## src/rtl/tcpq_pkg.sv

```systemverilog
// ----------------------------------------------------------------------------
// tcpq_pkg
// Shared types and codes of the two-class priority packet queue.
// ----------------------------------------------------------------------------
package tcpq_pkg;

    localparam int ID_W    = 16;
    localparam int BYTES_W = 14;
    localparam int TOTAL_W = 24;
    localparam int DROP_W  = 32;
    localparam int ENTRY_W = ID_W + BYTES_W;

    localparam logic [TOTAL_W-1:0] TOTAL_MAX     = '1;
    localparam logic [TOTAL_W-1:0] LIMIT_RESET   = 24'h010000;

    // Depth of the queue between front and back.
    localparam int FQ_DEPTH = 2;

    // Command codes
    localparam logic CMD_ARRIVE   = 1'b0;
    localparam logic CMD_COMPLETE = 1'b1;

    // Packet kinds
    localparam logic [3:0] KIND_TCP      = 4'd0;
    localparam logic [3:0] KIND_TCPACK   = 4'd1;
    localparam logic [3:0] KIND_IP       = 4'd2;
    localparam logic [3:0] KIND_TRIM     = 4'd3;
    localparam logic [3:0] KIND_ACK      = 4'd4;
    localparam logic [3:0] KIND_NACK     = 4'd5;
    localparam logic [3:0] KIND_PULL     = 4'd6;
    localparam logic [3:0] KIND_LITE     = 4'd7;
    localparam logic [3:0] KIND_LITEACK  = 4'd8;
    localparam logic [3:0] KIND_RTS      = 4'd9;
    localparam logic [3:0] KIND_LITEPULL = 4'd10;

    // Classes
    localparam logic CLASS_LOW  = 1'b0;
    localparam logic CLASS_HIGH = 1'b1;

    // Service codes
    localparam logic [1:0] SERVE_NONE = 2'd0;
    localparam logic [1:0] SERVE_LOW  = 2'd1;
    localparam logic [1:0] SERVE_HIGH = 2'd2;

    typedef enum logic [2:0] {
        EV_NONE     = 3'd0,
        EV_ENQUEUED = 3'd1,
        EV_DROPPED  = 3'd2,
        EV_REPLACED = 3'd3,
        EV_DEPARTED = 3'd4,
        EV_ERROR    = 3'd5
    } event_t;

    // Classified item handed from front to back
    typedef struct packed {
        logic               cmd;
        logic [ID_W-1:0]    id;
        logic [BYTES_W-1:0] bytes;
        logic               cls;
        logic               unknown;
        logic               coin;
    } item_t;

    // One result
    typedef struct packed {
        event_t             ev;
        logic [ID_W-1:0]    id;
        logic [BYTES_W-1:0] bytes;
        logic               cls;
        logic [1:0]         serving;
        logic [DROP_W-1:0]  drops;
    } result_t;

endpackage

```

## src/rtl/tcpq_front.sv

```systemverilog
// ----------------------------------------------------------------------------
// tcpq_front
// Accepts items, classes them by packet kind and holds them in a short queue.
// ----------------------------------------------------------------------------
module tcpq_front
(
    input  logic                          clk,
    input  logic                          rst_n,
    input  logic                          in_valid,
    output logic                          in_ready,
    input  logic                          in_cmd,
    input  logic [tcpq_pkg::ID_W-1:0]     in_id,
    input  logic [tcpq_pkg::BYTES_W-1:0]  in_bytes,
    input  logic [3:0]                    in_kind,
    input  logic                          in_hdr,
    input  logic                          in_coin,
    output logic                          q_valid,
    input  logic                          q_pop,
    output tcpq_pkg::item_t               q_item
);
    import tcpq_pkg::*;

    localparam int PW = (FQ_DEPTH > 1) ? $clog2(FQ_DEPTH) : 1;
    localparam int NW = $clog2(FQ_DEPTH + 1);
    localparam logic [PW-1:0] LAST_PTR = PW'(FQ_DEPTH - 1);
    localparam logic [NW-1:0] FULL_CNT = NW'(FQ_DEPTH);

    item_t         fifo_reg [FQ_DEPTH];
    logic [PW-1:0] wr_ptr_reg, wr_ptr_next;
    logic [PW-1:0] rd_ptr_reg, rd_ptr_next;
    logic [NW-1:0] cnt_reg, cnt_next;
    item_t         cls_item;
    logic          push;

    // Class the arrival
    always_comb
    begin
        cls_item.cmd     = in_cmd;
        cls_item.id      = in_id;
        cls_item.bytes   = in_bytes;
        cls_item.coin    = in_coin;
        cls_item.unknown = (in_kind > KIND_LITEPULL);
        case (in_kind)
            KIND_TCP, KIND_IP, KIND_LITE: cls_item.cls = CLASS_LOW;
            KIND_TRIM:                    cls_item.cls = in_hdr;
            default:                      cls_item.cls = CLASS_HIGH;
        endcase
    end

    assign in_ready = (cnt_reg != FULL_CNT);
    assign push     = in_valid && in_ready;
    assign q_valid  = (cnt_reg != '0);
    assign q_item   = fifo_reg[rd_ptr_reg];

    always_comb
    begin
        wr_ptr_next = wr_ptr_reg;
        rd_ptr_next = rd_ptr_reg;
        cnt_next    = cnt_reg;
        if (push)
        begin
            wr_ptr_next = (wr_ptr_reg == LAST_PTR) ? '0 : wr_ptr_reg + 1'b1;
        end
        if (q_pop && q_valid)
        begin
            rd_ptr_next = (rd_ptr_reg == LAST_PTR) ? '0 : rd_ptr_reg + 1'b1;
        end
        case ({push, q_pop && q_valid})
            2'b10:   cnt_next = cnt_reg + 1'b1;
            2'b01:   cnt_next = cnt_reg - 1'b1;
            default: cnt_next = cnt_reg;
        endcase
    end

    always_ff @(posedge clk or negedge rst_n)
    begin
        if (!rst_n)
        begin
            wr_ptr_reg <= '0;
            rd_ptr_reg <= '0;
            cnt_reg    <= '0;
        end
        else
        begin
            wr_ptr_reg <= wr_ptr_next;
            rd_ptr_reg <= rd_ptr_next;
            cnt_reg    <= cnt_next;
        end
    end

    always_ff @(posedge clk)
    begin
        if (push)
        begin
            fifo_reg[wr_ptr_reg] <= cls_item;
        end
    end

endmodule

```

## config.mk

```make
export PLATFORM = sky130hd
export DESIGN_NAME = tcpq_front
export DESIGN_NICKNAME = d
export VERILOG_FILES = /design/src/rtl/tcpq_pkg.sv /design/src/rtl/tcpq_front.sv
export SDC_FILE = /design/constraint.sdc
export NUM_CORES = 1
export LEC_CHECK = 0
export BUFFER_PORTS_ARGS = -buffer_cell sky130_fd_sc_hd__buf_2
export CAP_MARGIN = 15
export CORE_ASPECT_RATIO = 0.9
export CORE_MARGIN = 1
export CORE_UTILIZATION = 25
export DETAILED_ROUTE_END_ITERATION = 10
export PLACE_DENSITY_LB_ADDON = 0.25
export SLEW_MARGIN = 20
export SYNTH_ARGS = -nofsm -noshare
export SYNTH_HDL_FRONTEND = slang
export SYNTH_SLANG_ARGS = --single-unit
```

## constraint.sdc

```tcl
create_clock -name clk -period 2.3 [get_ports clk]
set_input_delay 0.46 -clock clk [delete_from_list [all_inputs] [get_ports clk]]
set_output_delay 0.46 -clock clk [all_outputs]
set_load 0.02 [all_outputs]
```

==> results by group, run 1 <==
Run status
  – Result of the run: complete, but fails checks
  – Failing checks: design-rule violations

Timing
  – Setup_tns: 0 ns
  – Post-layout min period: between 1.5 and 2 ns
  – WHS: 0.322 ns
  – Worst-Margin Slew: 0.506 ns
  – Final setup fails: 0
  – Slew HR: between 60% and 70%
  – Fin. Hold Viols: 0
  – Setup ws final: 0.376 ns
  – Tcrit/Tclk final: between 80% and 90%
  – Peak Freq: a little over 500 MHz
  – Final slew viol count: 0
  – RSZ-0062 raised after global routing: false
  – Worst clock skew: 0.00498 ns

Synthesis
  – Sequential-to-total area share from yosys stat: 79.1%
  – Net count after synthesis: about 170
  – Synth warn: 0
  – Area leader, netlist: edfxtp_1
  – Post-synthesis register bit count: 72
  – Mapped Area: about 2700 sq um
  – Yosys top cell area share: 75.5%
  – Post-synth cell types: 17
  – Syn_area_per_cell: between 20 and 25 sq um
  – Mapped Cells: roughly 130
  – Top post-synthesis cells by area: edfxtp_1 (75%), mux2_2 (13%), dfrtp_1 (3.7%), buf_6 (1.7%), mux2_4 (1.1%)

Global route
  – Vias in the first global route: ~1500
  – GRT overflow: 0
  – Initial antenna violation count: 0
  – Pin count of the biggest net entering global routing: 36
  – Total track usage: between 8 and 9%
  – First-pass GRT wire length: 7370 microns

CTS
  – CTS Buf Count: 9
  – Max H-tree Level: 3
  – CTS tree: built
  – CTS clk-pin slew, worst paths: about 0.060 ns
  – CTS Sinks: 72
  – CTS Hold Buffers Added: 1
  – Post-cts sizing count: 0
  – Deepest clock path buffer count: 2
  – Skew-Pair Late Insertion Delay: 0.32 ns
  – Post-CTS Setup Bufs: 0
  – CTS Root Cell: clkbuf_16

Cells and area
  – Share of cells above drive strength 1: between 50% and 60%
  – Synth-to-layout area growth: 33.3%
  – # nets final: 258
  – Number of diodes: 0
  – Fillers: a little over 1000
  – Max reg flops: between 60 and 70

Detailed routing
  – WL/cell: 13.8 microns
  – Number of remaining DRC errors: 5
  – Vias: about 1400
  – Total Routed Length: between 4000 and 5000 microns
  – DR iter-0 viols: 60
  – Via density: between 4 and 5
  – Detailed Routing Iterations Pass 1: 7
  – Final antenna-violating net count: 0

Critical path
  – Critical Path RT: 1.84 ns
  – Top delay family on crit path: buffers and inverters
  – Crit path launch type: register
  – Buf/Inv on CP: 2
  – CP Class: reg2out
  – CP arrival: ~1.5 ns
  – Ordered cell list for the critical path: buf_12, mux2_2, buf_2
  – FF-to-FF Start: cnt_reg[0]
  – Critical path's slowest cell: mux2_2
  – Crit. End Element: output port
  – Worst path max stage delay: approximately 0.38 ns
  – Worst setup path startpoint: rd_ptr_reg
  – Crit-path max FO: 35

Worst hold path
  – Worst Hold Class: in2reg
  – Hold path startpoint: in_bytes[0]

Power
  – Final Power: 5000 uW
  – IR drop worst, VDD: 0.546 mV
  – Leak: around 0.0014 uW
  – PwrDens: 1390 nW/um^2

Floorplanning
  – Floorplan row count: 35
  – Full die area: around 11000 sq um
  – IO Pins: 77
  – Core area: slightly above 10000 sq um
  – Die H: 101 microns
  – Die width: 112 microns
  – Initial core utilization: about a quarter

Placed design
  – IO buf count: 76
  – Dpl hpwl: 2910 microns
  – DP Worst Slack: roughly 0.7 ns
  – Placer Congestion: 0.623

Flow run
  – Number of max-cap violations: 0
[path summary, 6_finish.rpt]
path	end	slack [ns]	cells past startpoint
min in group asynchronous	cnt_reg[1]	0.47	2
max	q_item[11]	0.38	3
min	fifo_reg[1][3]	0.32	1
max reg2reg	fifo_reg[1][25]	0.75	3
min reg2reg	cnt_reg[1]	0.49	1
max in group asynchronous	rd_ptr_reg	1.69	2
[metrics by stage]
| stage | util [%] | area (sq um) | cells |
|---|---|---|---|
| floorplan | - | 2710 | 129 |
| global placement | 31.4 | 3260 | 333 |
| detailed placement | 31.4 | 3260 | 333 |
| CTS | 34.8 | 3610 | 350 |
| global route | 34.8 | 3610 | 350 |
| finish | 34.8 | 3610 | 350 |
[worst reg2reg max path: cells and delay by family, from the launching register on]
family	cells	cell delay (ns)
buffers and inverters	1	0.43
and+or+nand+nor	2	0.34
DFF	1	0.40
[final cells by class]
| cell class | count | area (sq um) | share of cell area (%) |
|---|---|---|---|
| sequential | 72 | 2140 | 59.4 |
| multi-input combinational | 53 | 528 | 14.6 |
| timing repair buffer | 80 | 438 | 12.1 |
| clock buffer | 10 | 229 | 6.35 |
| tap | 129 | 161 | 4.47 |
| clock inverter | 6 | 108 | 2.98 |
[synth_stat cells]
| cell | number |
|---|---|
| mux2_4 | 2 |
| ha_1 | 1 |
| and2_4 | 1 |
| nand2b_1 | 2 |
| nor2_1 | 2 |
| mux2_2 | 32 |
| nand2_1 | 2 |
| o22ai_1 | 1 |
| and3_1 | 1 |
| nor2b_1 | 2 |
| or2_1 | 1 |
| edfxtp_1 | 68 |
| dfrtp_1 | 4 |
| buf_6 | 4 |
| xor2_1 | 2 |
| a21oi_1 | 1 |
| xnor2_1 | 3 |
[cell usage in the layout (no fill, tap or decap), drive strengths merged, types with 2 or more instances in the layout]
cell     n
buf     79
edfxtp  68
mux2    34
clkbuf  10
dfrtp    4
xnor2    3
bufinv   3
clkinv   3
nand2b   2
nand2    2
nor2b    2
xor2     2
nor2     2
[cell families after synthesis]
kind of cell    after synthesis  share of synthesized area (%)
flops                        72                           79.1
mux                          34                           14.4
simple gates                 11                           2.27
xor+xnor                      5                           1.62
buf+inv                       4                           1.66
compound gates                2                          0.416
fa+ha+maj                     1                          0.462
[routing by layer]
layer | up-vias | GRT usage [%] | routed length (microns) | part of all wire [%]
met2 | 62 | 14.2 | 2210 | 46
met1 | 687 | 10.4 | 2140 | 44
li1 | 674 | - | - | -
met3 | 6 | 5.05 | 452 | 9.3
met5 | - | 0 | 0 | 0
met4 | 0 | 2.81 | 34 | 0.70
[where the power goes]
| part | leakage (uW) | switching [uW] | internal, uW |
|---|---|---|---|
| Combinational | 0.000522 | 923 | 645 |
| Clock | 0.000164 | 497 | 1060 |
| Sequential | 0.000676 | 84.0 | 1800 |
No activity file was read; power rests on OpenSTA's default activity.
==> run 2, diff against run 1 <==
- clock period: 2.3 -> 1.7 ns (I/O delays scaled with it)
==> results by group, run 2 (same netlist as run 1, synthesis figures left out) <==
Run status
  – Result of the run: complete, but fails checks (unchanged)
  – Failing checks: design-rule violations, negative setup slack (was design-rule violations)

Critical path
  – Worst path max stage delay: 0.41 ns (was 0.38 ns)
  – Buf/Inv on CP: 2 (unchanged)
  – Critical path's slowest cell: dfrtp_2 (was mux2_2)
  – R2R setup slack: 0.17 ns (was 0.75 ns)
  – Crit-path max FO: 19 (was 35)
  – CP arrival: 1.44 ns (was 1.46 ns)
  – Crit path launch type: register (unchanged)
  – CP Class: reg2out (unchanged)
  – Critical Path RT: 1.36 ns (was 1.84 ns)
  – Crit. End Element: output port (unchanged)
  – Top delay family on crit path: flip-flops (was buffers and inverters)
  – Ordered cell list for the critical path: buf_12, mux2_2, buf_2 (unchanged)

Cells and area
  – Fin cells: 353 (was 350)
  – Finished layout cell area: 3760 sq um (was 3610 sq um)
  – # nets final: 261 (was 258)
  – Max reg flops: 68 (unchanged)
  – Share of cells above drive strength 1: 61.2% (was 59.3%)
  – Synth-to-layout area growth: 38.9% (was 33.3%)
  – Most frequent cells in the layout: edfxtp_1 (68), buf_2 (66), mux2_2 (26) (was buf_2 (76), edfxtp_1 (68), mux2_2 (32))
  – Most common cell after layout, fill and taps aside: edfxtp_1 (was buf_2)
  – Number of diodes: 0 (unchanged)
  – Final core occ: 36.2% (was 34.8%)

Detailed routing
  – WL/cell: 13.5 microns (was 13.8 microns)
  – DR iter-0 viols: 71 (was 60)
  – Total Routed Length: 4760 microns (was 4840 microns)
  – Detailed Routing Iterations Pass 1: 6 (was 7)
  – Final antenna-violating net count: 0 (unchanged)
  – Number of remaining DRC errors: 6 (was 5)
  – Via density: 4.07 (was 4.08)
  – Vias: 1436 (was 1429)

Power
  – Leak: 0.00144 uW (was 0.00136 uW)
  – Final Power: 7220 uW (was 5000 uW)
  – Switching Share: 29.2% (was 30.1%)
  – Psw: 2110 uW (was 1500 uW)
  – IR drop worst, VDD: 0.919 mV (was 0.546 mV)
  – Reg power frac: 35.5% (was 37.7%)
  – PwrDens: 1920 nW/um^2 (was 1390 nW/um^2)
  – Combinational power share: 32.9% (was 31.3%)
  – P_int: 5110 uW (was 3500 uW)
  – Clock power frac: 31.6% (was 31.0%)

Floorplanning
  – IO Pins: 77 (unchanged)
  – Core area: 10400 sq um (unchanged)
  – Die width: 112 microns (unchanged)
  – Full die area: 11200 sq um (unchanged)
  – Die H: 101 microns (unchanged)
  – Initial core utilization: 26.1% (unchanged)
  – Floorplan row count: 35 (unchanged)

Placed design
  – IO buf count: 76 (unchanged)
  – Placed Cells: 336 (was 333)
  – DP Worst Slack: 0.203 ns (was 0.698 ns)
  – Dpl hpwl: 3260 microns (was 2910 microns)
  – DP Area: 3310 sq um (was 3260 sq um)
  – Placer Congestion: 0.647 (was 0.623)

Timing
  – Final slew viol count: 0 (unchanged)
  – Slew HR: 82.8% (was 66.3%)
  – Setup ws final: -0.0796 ns (was 0.376 ns)
  – Worst-Margin Slew: 0.258 ns (was 0.506 ns)
  – Post-layout min period: ~1.8 ns
  – Fin. Hold Viols: 0 (unchanged)
  – Worst clock skew: 0.00499 ns (was 0.00498 ns)
  – Peak Freq: 562 MHz
  – RSZ-0062 raised after global routing: true (was false)
  – Final setup fails: 34 (was 0)
  – Tcrit/Tclk final: 105%

CTS
  – Deepest clock path buffer count: 2 (unchanged)
  – CTS Root Cell: clkbuf_16 (unchanged)
  – CTS Sinks: 72 (unchanged)
  – CTS tree: built (unchanged)
  – Max H-tree Level: 3 (unchanged)
  – CTS clk-pin slew, worst paths: 0.06 ns (about the same)
  – Skew-Pair Late Insertion Delay: 0.33 ns (was 0.32 ns)
  – CTS Buf Count: 9 (unchanged)

Flow run
  – Number of max-cap violations: 0 (unchanged)

Worst hold path
  – Worst Hold Class: in2reg (unchanged)

Global route
  – Pin count of the biggest net entering global routing: 20 (was 36)
  – GRT overflow: 0 (unchanged)
  – First-pass GRT wire length: 7640 microns (was 7370 microns)
  – Total track usage: 9.43% (was 8.98%)
  – Vias in the first global route: 1471 (was 1466)
  – Initial antenna violation count: 0 (unchanged)
run 2: routing by layer:
metal,vias up,global-route usage [%],wire (microns)
met4,0,4.05,86
met5,-,0,0
met3,9,5.29,464
met2,58,14.7,2210
met1,690,10.7,2010
li1,679,-,-
run 2: stage by stage:
step                hold WS, ns  setup TNS [ns]
global route              0.179           -3.74
detailed placement        0.158               0
floorplan                0.0444               0
CTS                       0.180           -3.03
finish                    0.199           -1.88
global placement          0.158               0
run 2: final cells by class:
type / count / area (sq um)
fill: 971 / 6620
sequential: 72 / 2140
multi-input combinational: 53 / 553
timing repair buffer: 83 / 533
clock buffer: 9 / 225
tap: 129 / 161
clock inverter: 7 / 144
run 2: worst paths after layout:
| check | end | cells past startpoint | from |
|---|---|---|---|
| worst max-delay path | q_item[12] | 3 | rd_ptr_reg |
| worst min-delay path | fifo_reg[1][12] | 1 | in_bytes[9] |
| worst max register to register | cnt_reg[1] | 5 | cnt_reg[0] |
| worst min register to register | cnt_reg[1] | 1 | cnt_reg[1] |
| max in group asynchronous | rd_ptr_reg | 2 | rst_n |
| min in group asynchronous | cnt_reg[0] | 2 | rst_n |
run 2: power groups by stage:
| stage | clock network (uW) | logic (uW) | registers [uW] |
|---|---|---|---|
| floorplan | 0 | 1540 | 2560 |
| CTS | 2360 | 2300 | 2560 |
| finish | 2280 | 2370 | 2560 |
| detailed placement | 0 | 2260 | 2600 |
| global route | 2440 | 2550 | 2610 |
| global placement | 0 | 2260 | 2580 |
run 2: what timing repair did:
action | CTS | global route
hold endpoints to repair | 4 | 0
hold buffers | 1 | 0
resized for setup | 4 | 19
buffers inserted | 0 | 0
setup endpoints to repair | 34 | 34
run 2: worst reg2reg max path, cell delays in order, from the launching register on:
cell and delay (ns):
dfrtp_1 0.42, or2_1 0.26, and2_4 0.17, ha_1 0.31, nor2_1 0.14, xor2_1 0.16
